===== src/pdb_pkg.sv =====
// shared types and constants for the pixel depth backprojection block
package pdb_pkg;

    localparam int DIV_STEPS = 41;
    localparam int NUM_W     = 41;
    localparam int REM_W     = 16;
    localparam int CAM_W     = 42;
    localparam int ACC_W     = 60;

    typedef enum logic [2:0] {
        CFG_FOCAL    = 3'd0,
        CFG_PRINCIPAL = 3'd1,
        CFG_ROT0     = 3'd2,
        CFG_ROT1     = 3'd3,
        CFG_ROT2     = 3'd4,
        CFG_POS      = 3'd5,
        CFG_LIMITS   = 3'd6
    } t_cfg_idx;

    typedef struct packed {
        logic [31:0] prod_x;
        logic [31:0] prod_y;
        logic        neg_x;
        logic        neg_y;
        logic [15:0] depth;
        logic        ok;
    } t_front;

    typedef struct packed {
        logic [REM_W-1:0] rem_x;
        logic [NUM_W-1:0] nq_x;
        logic [REM_W-1:0] rem_y;
        logic [NUM_W-1:0] nq_y;
        logic             neg_x;
        logic             neg_y;
        logic [15:0]      depth;
        logic             ok;
    } t_cell;

endpackage


===== src/pdb_front.sv =====
// offset from principal point times depth, and the validity check
module pdb_front
    import pdb_pkg::*;
(
    input  logic        i_clk,
    input  logic        i_rst_n,
    input  logic        i_valid,
    output logic        o_ready,
    input  logic [15:0] i_u,
    input  logic [15:0] i_v,
    input  logic [15:0] i_d,
    input  logic [31:0] i_focal,
    input  logic [31:0] i_principal,
    input  logic [31:0] i_limits,
    output logic        o_valid,
    input  logic        i_ready,
    output t_front      o_data
);
    logic        r_v;
    t_front      r_d;
    t_front      n_d;
    logic        w_en;
    logic [16:0] w_dx;
    logic [16:0] w_dy;
    logic [15:0] w_ax;
    logic [15:0] w_ay;

    assign w_en    = !r_v || i_ready;
    assign o_ready = w_en;
    assign o_valid = r_v;
    assign o_data  = r_d;

    always_comb begin
        w_dx = {1'b0, i_u} - {1'b0, i_principal[15:0]};
        w_dy = {1'b0, i_v} - {1'b0, i_principal[31:16]};
        w_ax = w_dx[16] ? 16'(-w_dx) : w_dx[15:0];
        w_ay = w_dy[16] ? 16'(-w_dy) : w_dy[15:0];
        n_d.prod_x = w_ax * i_d;
        n_d.prod_y = w_ay * i_d;
        n_d.neg_x  = w_dx[16];
        n_d.neg_y  = w_dy[16];
        n_d.depth  = i_d;
        n_d.ok     = (i_focal[15:0] != 16'd0) && (i_focal[31:16] != 16'd0)
                     && (i_d > i_limits[15:0]) && (i_d < i_limits[31:16]);
    end

    always_ff @(posedge i_clk) begin
        if (!i_rst_n) begin
            r_v <= 1'b0;
        end else if (w_en) begin
            r_v <= i_valid;
        end
        if (w_en && i_valid) begin
            r_d <= n_d;
        end
    end
endmodule


===== config.mk =====
export PLATFORM = sky130hd
export DESIGN_NAME = pdb_front
export DESIGN_NICKNAME = d
export VERILOG_FILES = /design/src/pdb_pkg.sv /design/src/pdb_front.sv
export SDC_FILE = /design/constraint.sdc
export NUM_CORES = 1
export LEC_CHECK = 0
export ABC_AREA = 1
export BUFFER_PORTS_ARGS = -buffer_cell sky130_fd_sc_hd__buf_2
export CORE_MARGIN = 4
export CORE_UTILIZATION = 45
export CTS_CLUSTER_SIZE = 14
export DETAILED_ROUTE_END_ITERATION = 7
export SLEW_MARGIN = 15
export SYNTH_ARGS = -nofsm -noshare
export SYNTH_HDL_FRONTEND = slang
export SYNTH_SLANG_ARGS = --single-unit

===== constraint.sdc =====
create_clock -name i_clk -period 13.5 [get_ports i_clk]
set_clock_uncertainty 0.1 [all_clocks]
set_input_delay 4.05 -clock i_clk [delete_from_list [all_inputs] [get_ports i_clk]]
set_output_delay 4.05 -clock i_clk [all_outputs]
set_load 0.005 [all_outputs]

Word-level counts from Yosys, hierarchy flattened:

Index checks and enable logic that the tools add are counted.

* output and inout bits: 85
* word-level logic and storage cells: 25
* register bits after elaboration: 84
* input port bits: 148

* multiply operators: 2
* multiplexer cells: 2
* add/sub/neg operators: 4
* magnitude comparators: 2
* reduce and logical (&&, ||, !) cells: 8

Operator list (count)
* multiplier 16 x 16 -> 32 bit: 2
* subtractor 16 x 16 -> 17 bit: 2
* two-way mux 16 bit: 2
* negator 16 bit: 2
* nonzero test 16 bit: 2
* > comparator 16 bit: 1
* < comparator 16 bit: 1
* logical AND 1 bit: 4
* logical NOT 1 bit: 1
* logical OR 1 bit: 1

Depth between registers and ports, before layout:

Gate-level depths: netlist (run 1).

* depth in word-level cells: 4
* depth in mapped cells: 44
* depth with buffers taken out: 43

Worst setup path before layout (run 1):

OpenSTA, ideal clock, no wires.

* path type: input port to flip-flop
* start: input i_u[0]
* end: register r_d (netlist bit o_data[76]) (data pin)
* required time: 13.142 ns
* path buffers: 1
* setup time: 0.258 ns
* cell stages on the path: 41
* slack: 2.725 ns
* data arrival time: 10.417 ns
* path through: inv_1 ha_1 fa_1 inv_1 nand3_1 nand2_1 nand2_1 nand2_1 nand2_1 nand2_1 nand2_1 nand2_1 nand2_1 nand2_4 buf_6 nor2_1 nand3_1 nand2_2 [5 not listed] inv_1 fa_1 inv_1 fa_1 fa_1 inv_1 fa_1 inv_1 ha_1 a21o_1 a21boi_0 nor2_1 nor2_1 inv_1 a31oi_1 nor2_1 nor2_1 xnor2_1

RTL lines
* from (decl): line pdb_front.sv:9 `input logic [15:0] i_u,`
* to (signal assigned): line pdb_front.sv:54 `r_d <= n_d;`
* to (decl): line pdb_front.sv:20 `t_front r_d;`

==> results of run 1 <==
-- final timing paths --
check	start	to	slack, ps	depth (start not counted)
min	o_valid	o_valid	450	2
max reg2reg	o_valid	o_data[29]	11360	3
min reg2reg	o_valid	o_valid	450	2
max	i_v[0]	o_data[48]	1730	37
-- synthesized netlist by cell type (14+ instances only) --
cell type,n
edfxtp_1,83
inv_1,685
fa_1,390
xor2_1,38
nand4_1,14
nand3_1,98
ha_1,273
inv_2,15
nand2_2,48
clkbuf_1,37
a21oi_1,157
o21ai_0,47
xnor2_1,23
nand2_1,560
nor2_1,282
-- layer usage --
layer  global-route usage, %  vias up  wire length, um
li1                        -     9206                -
met1                    31.4     9443            28000
met2                    41.6      569            32300
met3                    3.88      150             3470
met4                    9.27        0             2580
met5                       0        -                0
-- state kept, by name (all words and copies together) (netlist names) --
register  count
o_valid       1
o_data       83
-- cell families (layout without fill, tap and decap cells) --
group / Yosys count / in the layout / share of synthesized area, %
buffers and inverters: 773 / 963 / 13.2
adder cells (fa/ha/maj): 663 / 663 / 47.9
AO/OA/AOI/OAI: 258 / 258 / 6.08
AND/OR/NAND/NOR: 1073 / 1073 / 19.8
flip-flops: 84 / 84 / 10.7
XOR/XNOR: 62 / 62 / 2.35
-- cell type report --
| cell class | count | area, um2 | area share [%] |
|---|---|---|---|
| sequential | 84 | 2510 | 9.88 |
| clock buffer | 10 | 239 | 0.940 |
| tap | 680 | 851 | 3.35 |
| inverter | 709 | 2710 | 10.7 |
| multi-input combinational | 2056 | 17800 | 70.2 |
| clock inverter | 6 | 61.3 | 0.241 |
| timing repair buffer | 238 | 1210 | 4.74 |
-- stage by stage --
stage	cell area [um2]	hold slack (ps)
3_3_place_gp	25100	426
6_report	25400	450
5_1_grt	25400	489
2_1_floorplan	23400	423
3_5_place_dp	25100	450
4_1_cts	25400	457
-- worst register-to-register path, delay by kind of cell (launching register included) --
family | cells | cell delay (ps)
flip-flops | 1 | 340
AO/OA/AOI/OAI | 1 | 140
buffers and inverters | 2 | 1100
==> flow_summary_export.csv, run 1 <==
group,metric,value,unit
placement,gp_congestion,0.987,
layout,fin_nets,3909,
clocking,cts_num_sinks,84,
critical_path,cpMostUsedCell,"nand2_1",
clocking,ctsHoldBuffers,0,
placement,dp_slack,1340,ps
layout,post-route-util,49.5,%
clocking,cts_htree_levels,3,
synth,yosys.area.top_type_share,33.3,%
timing,finalCritPeriodShare,87.2,%
synth,syn_area_per_cell,8.05,um2
clocking,cts_max_path_buffers,2,
synth,ys_types,55,
layout,fill_cells,5045,
detailed_routing,vias_per_cell,5.12,
detailed_routing,ant_nets,0,
critical_path,path_class,"input port to register",
critical_path,path_delay_family,"adder cells",
die,ios,233,
die,die_h,236,um
synth,ys.flop_type,"edfxtp_1",
grt,grtUsageTotal,24.4,%
critical_path,crit_path_max_fanout,21,
layout,layout-drive-gt1-share,11.9,%
clocking,clockRootBuffer,"clkbuf_16",
synth,yosysWarningCount,0,
timing,hold_viol,0,
synth,synth_top_cell_by_area,"fa_1",
synth,async_flop_share,0,%
clocking,cts_buffers,9,
clocking,clk_pin_slew,60,ps
critical_path,cpPeakStageDelay,540,ps
detailed_routing,routed_wl,66400,um
detailed_routing,via_count,19400,
placement,dp_hpwl,54700,um
critical_path,path_buf_inv,8,
clocking,cts_resized,0,
synth,yosysSeqAreaShare,10.7,%
placement,dp_cells,3767,
grt,antenna_found_initial,0,
detailed_routing,wl_per_cell,17.5,um
critical_path,endpoint_kind,"register",
outcome,run_status,"completed",
critical_path,cp-start-kind,"input port",
synth,synthesis.nets,3724,
timing,tns,0,ps
synth,synth_edf_count,83,
die,start_util,45.6,%
critical_path,critPathRequiredTime,13540,ps
critical_path,crit_arrival,11820,ps
timing,rsz0062_at_grt,"false",
clocking,clkLatencyLatePin,390,ps
die,die_width,236,um
clocking,cts_tree,"yes",
min_path,min_path_type,"register to register",
detailed_routing,route.detailed.drc,0,
die,core-area,0.0514,mm2
timing,layout_min_cycle_time,11770,ps
layout,final_cells,3783,
clocking,cts_setup_buffers,0,
synth,synthCells,2913,
die,rows,83,
timing,fin_ws,1730,ps
critical_path,crit_slowest_cell,"nand3b_1",
layout,n_antenna_cell,0,
timing,finalMaxSlewViolations,0,
grt,grt_max_degree,48,
timing,max_slew_margin,37.6,%
synth,ys_seq_elements,84,
detailed_routing,dr.pass1.iters,6,
grt,grt_overflow,0,
grt,grt_pass1_vias,21100,
grt,grt_pass1_wl,109000,um
layout,layout_common_cells,"inv_1 (685), nand2_1 (560), fa_1 (390)",
job,drv_cap,0,
detailed_routing,drtIter0Drc,1142,
timing,fmax,0.0849,GHz
synth,syn-cell-area,0.0234,mm2
synth,ys_top_cells_by_area,"fa_1 (33%), ha_1 (15%), inv_1 (11%)",
layout,area_delta_synth_final,8.48,%
timing,setup_viol,0,
die,die_area,0.0558,mm2
timing,worst_pin_slew,930,ps
layout,final_common_cell,"inv_1",
placement,numPortBuffers,232,
Power of run 1 is left out: the tool's default activity adds up to more than one toggle a clock period on the data nets, which glitch-free logic cannot reach.
==> run 2, diff against run 1 <==
Settings changed: RECOVER_POWER set to 25.
==> run 2 against run 1 <==
  * The run now ends with capacitance limit, slew limit left
  * Routed wire length is 0.16% lower
  * Utilization down 0.058 points
  * First-iteration DRC count down 11%
  * Design area fell by 0.12%
  * Critical path type unchanged
  * Global-route usage is the same
  * Non-clock buffer count unchanged
  * Cell count is the same
  * Flip-flop and latch count unchanged
==> flow_summary_export.csv, run 2 (synthesis results as in run 1) <==
group,metric,value,unit
outcome,run_status,"finished with violations",
outcome,violations,"capacitance limit, slew limit",
timing,max_slew_margin,-55.0,%
critical_path,cpPeakStageDelay,700,ps
die,core-area,0.0514,mm2
timing,setup_viol,0,
clocking,cts_num_sinks,84,
timing,finalMaxSlewViolations,206,
die,start_util,45.6,%
detailed_routing,route.detailed.drc,0,
clocking,cts_setup_buffers,0,
clocking,cts_max_path_buffers,2,
timing,hold_viol,0,
die,die_width,236,um
detailed_routing,ant_nets,0,
critical_path,crit_arrival,11840,ps
detailed_routing,drtIter0Drc,1014,
critical_path,critPathRequiredTime,13540,ps
detailed_routing,dr.pass1.iters,5,
placement,dp_hpwl,54700,um
layout,design_area,0.0254,mm2
grt,grt_pass1_wl,109000,um
clocking,cts_buffers,9,
die,ios,233,
timing,rsz0062_at_grt,"false",
detailed_routing,via_count,19300,
grt,grt_max_degree,48,
layout,n_antenna_cell,0,
grt,grtUsageTotal,24.4,%
clocking,clk_pin_slew,60,ps
timing,finalCritPeriodShare,87.4,%
clocking,clkLatencyLatePin,390,ps
grt,grt_overflow,0,
placement,post_dp_cell_area,0.0251,mm2
timing,worst_pin_slew,2320,ps
clocking,cts_tree,"yes",
detailed_routing,routed_wl,66300,um
min_path,min_path_type,"register to register",
clocking,cts_resized,0,
grt,antenna_found_initial,0,
die,die_h,236,um
clocking,ctsHoldBuffers,0,
critical_path,cp-start-kind,"input port",
timing,fmax,0.0848,GHz
detailed_routing,vias_per_cell,5.11,
layout,area_delta_synth_final,8.36,%
clocking,clockRootBuffer,"clkbuf_16",
detailed_routing,wl_per_cell,17.5,um
critical_path,crit_slowest_cell,"ha_1",
grt,grt_pass1_vias,21100,
die,die_area,0.0558,mm2
critical_path,crit_path_max_fanout,15,
placement,numPortBuffers,232,
layout,largest_reg_flops,83,
timing,layout_min_cycle_time,11800,ps
critical_path,endpoint_kind,"register",
die,rows,83,
placement,gp_congestion,0.987,
layout,layout-drive-gt1-share,11.2,%
timing,tns,0,ps
layout,layout_common_cells,"inv_1 (685), nand2_1 (560), fa_1 (390)",
layout,fin_nets,3909,
layout,final_common_cell,"inv_1",
clocking,cts_htree_levels,3,
job,drv_cap,8,
critical_path,path_class,"input port to register",
[run 2: cell types whose count changed in the layout (fill, tap and decap cells not counted)]
cell / change
buf_4: -1
clkbuf_1: +22
buf_2: -21
[run 2: metrics by stage]
| stage | worst slack [ps] | std cells | util, % | hold slack (ps) |
|---|---|---|---|---|
| global route | 1060 | 3783 | 49.4 | 489 |
| global placement | 1370 | 3767 | 48.9 | 426 |
| CTS | 1760 | 3783 | 49.5 | 457 |
| finish | 1700 | 3783 | 49.4 | 450 |
| detailed placement | 1340 | 3767 | 48.9 | 450 |
| floorplan | 2730 | 2913 | - | 423 |
[run 2: final cells by class]
class	count	area (um2)
Inverter	709	2710
Timing Repair Buffer	238	1180
Clock buffer	10	239
Fill cell	5055	26000
Multi-Input combinational cell	2056	17800
Sequential cell	84	2510
Clock inverter	6	61.3
Tap cell	680	851
[run 2: final timing paths]
check,endpoint,cells past startpoint,slack (ps),from
worst max register to register,o_data[29],3,10040,o_valid
worst min-delay path,o_valid,2,450,o_valid
worst max-delay path,o_data[48],31,1700,i_v[0]
worst min register to register,o_valid,2,450,o_valid
[run 2: worst max-delay path: cells and delay by family]
kind | cells | cell delay, ps
compound gates | 1 | 270
fa+ha+maj | 9 | 4430
buf+inv | 5 | 240
xor+xnor | 1 | 70
simple gates | 15 | 2750
[run 2: metal layers]
metal  share of wire, %  global-route usage, %  routed length (um)
met1                 42                   31.4               27800
met2                 49                   41.6               32200
met5                  0                      0                   0
met4                3.9                   9.27                2600
met3                5.6                   3.88                3690
Power of run 2 is left out for the same reason.
