<file path="src/pdb_pkg.sv">
// shared types and constants for the pixel depth backprojection block
package pdb_pkg;

    localparam int DIV_STEPS = 41;
    localparam int NUM_W     = 41;
    localparam int REM_W     = 16;
    localparam int CAM_W     = 42;
    localparam int ACC_W     = 60;

    typedef enum logic [2:0] {
        CFG_FOCAL    = 3'd0,
        CFG_PRINCIPAL = 3'd1,
        CFG_ROT0     = 3'd2,
        CFG_ROT1     = 3'd3,
        CFG_ROT2     = 3'd4,
        CFG_POS      = 3'd5,
        CFG_LIMITS   = 3'd6
    } t_cfg_idx;

    typedef struct packed {
        logic [31:0] prod_x;
        logic [31:0] prod_y;
        logic        neg_x;
        logic        neg_y;
        logic [15:0] depth;
        logic        ok;
    } t_front;

    typedef struct packed {
        logic [REM_W-1:0] rem_x;
        logic [NUM_W-1:0] nq_x;
        logic [REM_W-1:0] rem_y;
        logic [NUM_W-1:0] nq_y;
        logic             neg_x;
        logic             neg_y;
        logic [15:0]      depth;
        logic             ok;
    } t_cell;

endpackage

</file>
<file path="src/pdb_div_cell.sv">
// one restoring divide step for the x and y quotients
module pdb_div_cell
    import pdb_pkg::*;
(
    input  logic        i_clk,
    input  logic        i_rst_n,
    input  logic        i_valid,
    output logic        o_ready,
    input  t_cell       i_data,
    input  logic [15:0] i_fx,
    input  logic [15:0] i_fy,
    output logic        o_valid,
    input  logic        i_ready,
    output t_cell       o_data
);
    logic        r_v;
    t_cell       r_d;
    t_cell       n_d;
    logic        w_en;
    logic [16:0] w_tx;
    logic [16:0] w_ty;
    logic        w_gx;
    logic        w_gy;

    assign w_en    = !r_v || i_ready;
    assign o_ready = w_en;
    assign o_valid = r_v;
    assign o_data  = r_d;

    always_comb begin
        w_tx = {i_data.rem_x, i_data.nq_x[NUM_W-1]};
        w_ty = {i_data.rem_y, i_data.nq_y[NUM_W-1]};
        w_gx = w_tx >= {1'b0, i_fx};
        w_gy = w_ty >= {1'b0, i_fy};
        n_d = i_data;
        n_d.rem_x = w_gx ? 16'(w_tx - {1'b0, i_fx}) : w_tx[15:0];
        n_d.rem_y = w_gy ? 16'(w_ty - {1'b0, i_fy}) : w_ty[15:0];
        n_d.nq_x  = {i_data.nq_x[NUM_W-2:0], w_gx};
        n_d.nq_y  = {i_data.nq_y[NUM_W-2:0], w_gy};
    end

    always_ff @(posedge i_clk) begin
        if (!i_rst_n) begin
            r_v <= 1'b0;
        end else if (w_en) begin
            r_v <= i_valid;
        end
        if (w_en && i_valid) begin
            r_d <= n_d;
        end
    end
endmodule

</file>
<file path="config.mk">
export PLATFORM = sky130hd
export DESIGN_NAME = pdb_div_cell
export DESIGN_NICKNAME = d
export VERILOG_FILES = /design/src/pdb_pkg.sv /design/src/pdb_div_cell.sv
export SDC_FILE = /design/constraint.sdc
export NUM_CORES = 1
export LEC_CHECK = 0
export ABC_AREA = 1
export BUFFER_PORTS_ARGS = -buffer_cell sky130_fd_sc_hd__buf_2
export CORE_MARGIN = 3
export CORE_UTILIZATION = 49
export CTS_BUF_LIST = sky130_fd_sc_hd__clkbuf_4
export DETAILED_ROUTE_END_ITERATION = 10
export PLACE_DENSITY = 0.87
export REMOVE_ABC_BUFFERS = 1
export SYNTH_ARGS = -nofsm -noshare
export SYNTH_HDL_FRONTEND = slang
export SYNTH_SLANG_ARGS = --single-unit
</file>
<file path="constraint.sdc">
create_clock -name i_clk -period 9.1 [get_ports i_clk]
set_input_delay 0.91 -clock i_clk [delete_from_list [all_inputs] [get_ports i_clk]]
set_output_delay 0.91 -clock i_clk [all_outputs]
set_load 0.01 [all_outputs]
</file>
# Word level (Yosys, flattened, before mapping)
# Cells that the tools add are included.
# word_totals
register_bits,134
latchBits,0
ramBits,0
rom_bits,0
output_inout_bits,135
word_cells,18
n_memories,0
# classes
n_addsub,2
multipliers,0
n_div,0
magnitude_cmp,2
eq_ne,0
n_shift,0
muxes,2
n_bitwise,0
reduce_logical,3
# ops
op,n
greater-or-equal comparator 17 x 16 -> 1 bit,2
two-way mux 16 bit,2
subtractor 16 bit,2
logical AND 1 bit,1
zero test 1 bit,1
logical OR 1 bit,1

# Depth between registers and ports, before layout
# Gate-level depths: netlist (run 1).
# depth
word_depth,3
mapped_depth,14
mapped_depth_nobuf,13

# Worst setup path before layout (run 1)
# OpenSTA, ideal clock, no wires.
# synth_path
kind,input -> register
from,in i_valid
to,"reg r_d, in the netlist o_data[0], enable pin"
setup_time_ns,0.669
arrival_ns,7.350
required_ns,8.431
slack_ns,1.081
path_stages,2
n_path_buf,0
cell_sequence,inv_1 a21oi_1
# synth_between
elab_chain_len,1
# synth_lines
element,line_no,source
start: declaration,pdb_div_cell.sv:7,"input logic i_valid,"
logical AND 1 bit,pdb_div_cell.sv:48,if (w_en && i_valid) begin
end signal: assignment,pdb_div_cell.sv:49,r_d <= n_d;
end: declaration,pdb_div_cell.sv:17,t_cell r_d;
# No other way between the ends.
# A chain may end at the register's enable or synchronous reset.

==> impl_metrics.toml, run 1 <==
[layout]
finish.utilization = 0.661
area_delta_synth_final_pct = 30.2
drive_gt1_frac = 0.345
fin_nets = 1221

[synth]
ys_ff_latch = 134
async_flop_share = 0
synth_flop_cell = "edfxtp_1"
synth_edf_count = 133
synth_top_area_share = 0.585
synth_warnings = 0
synth_area_um2 = 6830
yosysMostFrequentCell = "nand2_1"
synth_area_leaders = "edfxtp_1 (58%), nand2_1 (14%), inv_1 (7.1%)"
synth_area_per_cell_um2 = 9.73
synth_cells = 702
ys_seq_area_frac = 0.588
ys_types = 33
synth_commonest_cells = "nand2_1 (246), edfxtp_1 (133), inv_1 (130), nand3_1 (55), ha_1 (32)"
yosysTopAreaCell = "edfxtp_1"

[critical_path]
cpMaxStageDelayCell = "nor2_4"
crit_chain = "buf_2 > ha_1 > nand2_1 > inv_1 > nand2_1 > nor2_2 > nand3_1 > nand2_2 > nor2_4 > nand2_4 > nand2_1 > nand2_1"
crit_path_start_kind = "primary input"
crit_path_max_incr_delay_ns = 0.36
arrival_ns = 2.63
endpoint_kind = "flop"
cp_data_required_time_ns = 9.36
worstSetupPathType = "in2reg"
crit_fanout = 17
crit_top_cell = "nand2_1"

[job]
cap_violations = 0

[die]
rows = 42
ioPinCount = 304
die-area_um2 = 15400
core_area_um2 = 13500
initial_core_util = 0.508
die_y_um = 124
die_w_um = 124

[detailed_routing]
drc_errors = 0
drtIter0Drc = 459
wl_per_cell_um = 16.2
viasPerCell = 4.94
routed_wl_mm = 19.6
firstDrtPassIters = 5
drtAntennaViolNets = 0
vias = 5982

[global_routing]
grt-ovfl-total = 0
grt_first_pass_wirelength_mm = 27.6
antenna_found_initial = 4
grt_max_degree = 85
grt.total_usage = 0.238
grt_pass1_vias = 5404

[sta]
max_freq_mhz = 422
post-route-min-period_ns = 2.37
finalSetupViolations = 0
slew_violations = 0
holdWs_ns = 0.552
clock_skew_ns = 0.0220
worst_slew_pin_slew_ns = 1.04
fin_crit_sh = 0.260
worst_slack_ns = 6.73
hold_viol_final = 0
slew_headroom = 0.304
setup_tns_ns = 0
rsz0062_at_grt = "false"

[place]
port_buffers = 303
post-place-ws_ns = 6.24
gp_congestion = 0.929
dpl.hpwl_mm = 15.6

[clock_network]
root_buffer = "clkbuf_4"
numCtsBuffers = 17
htreeDepth = 4
cts_resized = 0
clock-sinks = 134
cts_tree = "built"
holdBufCountCts = 0
cts_setup_buffers = 0
cts.path.max_buffers = 2
insertion_delay_ns = 0.52
cts.clk_slew.worst_paths_ns = 0.12

[hold_path]
hp-class = "in2reg"

[power_and_ir_drop]
p_leak_nw = 4.65
p_per_area_nw_per_um2 = 172
irDropWorstVdd_mv = 0.0653

[run_status]
status = "finished clean"
[per-stage QoR]
stage	power (W)	area, um2	instances
after global placement	0.00105	8520	1175
after detailed placement	0.00107	8520	1175
after global routing	0.00160	8880	1210
after floorplan	0.000945	6760	694
after CTS	0.00154	8870	1207
final	0.00153	8890	1212
[cell families (layout without fill, tap and decap cells)]
| family | after synthesis | count (layout) | share of synthesized area |
|---|---|---|---|
| xor+xnor | 12 | 12 | 0.0154 |
| buf+inv | 139 | 468 | 0.0817 |
| simple gates | 358 | 358 | 0.230 |
| flops | 134 | 134 | 0.588 |
| other cells | 0 | 5 | 0 |
| fa+ha+maj | 34 | 34 | 0.0645 |
| compound gates | 25 | 25 | 0.0202 |
[final timing paths]
kind	from	endpoint	slack [ns]	depth (start not counted)
worst max-delay path	i_data[69]	o_data[63]	6.73	12
worst min-delay path	i_data[7]	o_data[7]	0.55	1
worst max register to register	o_valid	o_data[64]	7.32	2
worst min register to register	o_valid	o_valid	0.58	2
[layer usage]
| metal | share of wire | routed length (um) | global-route usage |
|---|---|---|---|
| met5 | 0 | 0 | 0 |
| met4 | 0.018 | 352 | 0.0739 |
| met3 | 0.083 | 1630 | 0.0563 |
| met2 | 0.52 | 10100 | 0.428 |
| met1 | 0.38 | 7500 | 0.283 |
[area by class of cell]
cell class / instances / area (um2)
fillers: 1106 / 4570
flip-flops and latches: 134 / 4010
multi-input cells: 429 / 2270
repair buffers: 305 / 1530
inverters: 131 / 492
well taps: 176 / 220
clock inverters: 12 / 200
clock buffers: 20 / 150
diodes: 5 / 12.5
[critical path, delay by kind of cell]
family / cells / cell delay, ns
buffers and inverters: 2 / 0.18
AND/OR/NAND/NOR: 9 / 1.17
adder cells (fa/ha/maj): 1 / 0.35
[registers in the layout, indices dropped and copies added, names as in the netlist]
| register | count |
|---|---|
| o_valid | 1 |
| o_data | 133 |
[placed cells by master, fill, tap and decap left out, drive strengths merged]
cell | synthesis | routed
a21boi | 1 | 1
a21oi | 20 | 20
and2 | 4 | 4
buf | 8 | 305
bufinv | 0 | 5
clkbuf | 0 | 20
clkinv | 0 | 3
clkinvlp | 0 | 2
dfxtp | 1 | 1
diode | 0 | 5
edfxtp | 133 | 133
fa | 2 | 2
ha | 32 | 32
inv | 131 | 133
nand2 | 252 | 252
nand3 | 59 | 59
nand3b | 2 | 2
nand4 | 10 | 10
nor2 | 26 | 26
nor3 | 5 | 5
o21a | 2 | 2
o21bai | 2 | 2
xnor2 | 2 | 2
xor2 | 10 | 10
[where the power goes]
part,total (W),internal (W),switching [W],leakage (nW)
Clock,0.000473,0.000256,0.000217,0.182
Sequential,0.000749,0.000736,0.0000122,1.30
Combinational,0.000306,0.000116,0.000189,3.17
No activity file was read; power rests on OpenSTA's default activity.
==> inputs of run 2 (changes only) <==
--- a/config.mk
+++ b/config.mk
@@ -8,10 +8,10 @@
 export ABC_AREA = 1
 export BUFFER_PORTS_ARGS = -buffer_cell sky130_fd_sc_hd__buf_2
 export CORE_MARGIN = 3
-export CORE_UTILIZATION = 49
+export CORE_UTILIZATION = 44
 export CTS_BUF_LIST = sky130_fd_sc_hd__clkbuf_4
 export DETAILED_ROUTE_END_ITERATION = 10
-export PLACE_DENSITY = 0.87
+export PLACE_DENSITY = 0.82
 export REMOVE_ABC_BUFFERS = 1
 export SYNTH_ARGS = -nofsm -noshare
 export SYNTH_HDL_FRONTEND = slang
==> constraint.sdc (replaced) <==
create_clock -name i_clk -period 2.1 [get_ports i_clk]
set_input_delay 0.21 -clock i_clk [delete_from_list [all_inputs] [get_ports i_clk]]
set_output_delay 0.21 -clock i_clk [all_outputs]
set_load 0.01 [all_outputs]
==> run 2 against run 1 <==
Net effect: final area rose by 16%; global-route usage rose by 2.8 points; die area rose by 11%; power rose to 4.4 times the previous value; first-iteration DRC count rose by 14%; core utilization rose by 3.2 points; highest routed layer unchanged; critical path type unchanged.
==> impl_metrics.toml, run 2 (synthesis gave the netlist of run 1 again) <==
[sta]
holdWs_ns = 0.0688
worst_slew_pin_slew_ns = 0.467
fin_crit_sh = 0.960
clock_skew_ns = 0.0326
slew_violations = 0
slew_headroom = 0.689
post-route-min-period_ns = 2.02
setup_tns_ns = 0
max_freq_mhz = 496
finalSetupViolations = 0
hold_viol_final = 0

[place]
placed_cell_area_um2 = 8610
place_inst = 1190
port_buffers = 303
gp_congestion = 0.900
dpl.hpwl_mm = 15.4

[critical_path]
r2r_slack_ns = 0.71
crit_fanout = 12
cp_data_required_time_ns = 2.39
r2r_cells = 2
worstReg2RegStart = "o_valid"
endpoint_kind = "flop"
worstSetupStartpoint = "i_data[67]"
worstSetupPathType = "in2reg"
arrival_ns = 2.30
endpoint = "o_data[63]"
crit_path_start_kind = "primary input"
reg2reg_to = "o_data[65]"

[layout]
fillCellCount = 1086
postLayoutCellArea_um2 = 10300
mostFrequentLayoutCell = "buf_2"
drive_gt1_frac = 0.314
layout_common_cells = "buf_2 (303), nand2_1 (246), edfxtp_1 (133), dlygate4sd3_1 (132), inv_1 (130)"
layout.cells.non_filler = 1360
largest_reg_flops = 133
fin_nets = 1363
area_delta_synth_final_pct = 50.8

[die]
die-area_um2 = 17000
core_area_um2 = 14900
rows = 44
die_w_um = 131
die_y_um = 131
initial_core_util = 0.459
ioPinCount = 304

[detailed_routing]
viasPerCell = 4.92
routed_wl_mm = 23.7
wl_per_cell_um = 17.4
drtAntennaViolNets = 0
vias = 6685
drtIter0Drc = 521
drc_errors = 0
firstDrtPassIters = 7

[clock_network]
cts_tree = "built"
cts.path.max_buffers = 2
insertion_delay_ns = 0.54
numCtsBuffers = 17
cts.clk_slew.worst_paths_ns = 0.15
clock-sinks = 134
htreeDepth = 4
root_buffer = "clkbuf_4"

[global_routing]
antenna_found_initial = 3
grt_first_pass_wirelength_mm = 34.4
grt_pass1_vias = 6378
grt_max_degree = 89
grt-ovfl-total = 0
grt.total_usage = 0.267

[power_and_ir_drop]
irDropWorstVdd_mv = 0.377
p_leak_nw = 5.23
p_per_area_nw_per_um2 = 651
p_total_w = 0.00670

[run_status]
status = "finished clean"

[hold_path]
hp-class = "in2reg"

[job]
cap_violations = 0
[run 2: worst min path at each step]
stage / depth (start not counted) / from / endpoint
6_report: 3 / i_data[68] / o_data[69]
5_1_grt: 3 / i_data[68] / o_data[69]
4_1_cts: 3 / i_data[68] / o_data[69]
3_5_place_dp: 1 / i_data[42] / o_data[43]
3_3_place_gp: 1 / i_data[21] / o_data[22]
2_1_floorplan: 0 / i_data[0] / o_data[0]
[run 2: what timing repair did]
item / in CTS / in global routing
buffers inserted: 0 / 2
hold buffers: 131 / 1
hold endpoints to repair: 130 / 1
endpoints found under the setup margin: 0 / 17
gates resized for setup: 0 / 4
[run 2: layout make-up]
type / count / area (um2) / share of cell area
timing repair buffer: 446 / 2950 / 0.286
sequential: 134 / 4010 / 0.390
clock buffer: 17 / 128 / 0.0124
tap: 184 / 230 / 0.0224
antenna: 3 / 7.51 / 0.000729
clock inverter: 15 / 181 / 0.0176
multi-input combinational: 430 / 2290 / 0.223
inverter: 131 / 492 / 0.0478
[run 2: metrics by stage]
stage / setup WS, ns / utilization
global route: -0.00124 / 0.693
finish: 0.0835 / 0.693
floorplan: -5.35 / -
detailed placement: 0.0808 / 0.579
CTS: 0.117 / 0.688
global placement: 0.0937 / 0.579
[run 2: report_power, final]
part	internal, W	switching, W
combinational	0.000696	0.000903
sequential	0.00319	0.0000577
clock	0.000660	0.00119
total	0.00454	0.00215
[run 2: worst max-delay path, stage by stage]
cell and delay [ns]:
dlygate4sd3_1 0.55, buf_2 0.14, ha_1 0.36, nand2_1 0.13, nor2_1 0.16, nand3_1 0.15
nand3_2 0.13, nand2_4 0.09, buf_4 0.21, nand3_1 0.09, nand2_1 0.07
[run 2: layer usage]
layer	track usage	routed length [um]	vias to the layer above
met5	0	0	-
met2	0.458	11600	360
li1	-	-	3202
met1	0.311	8950	3052
met4	0.133	1220	0
met3	0.0667	1900	71
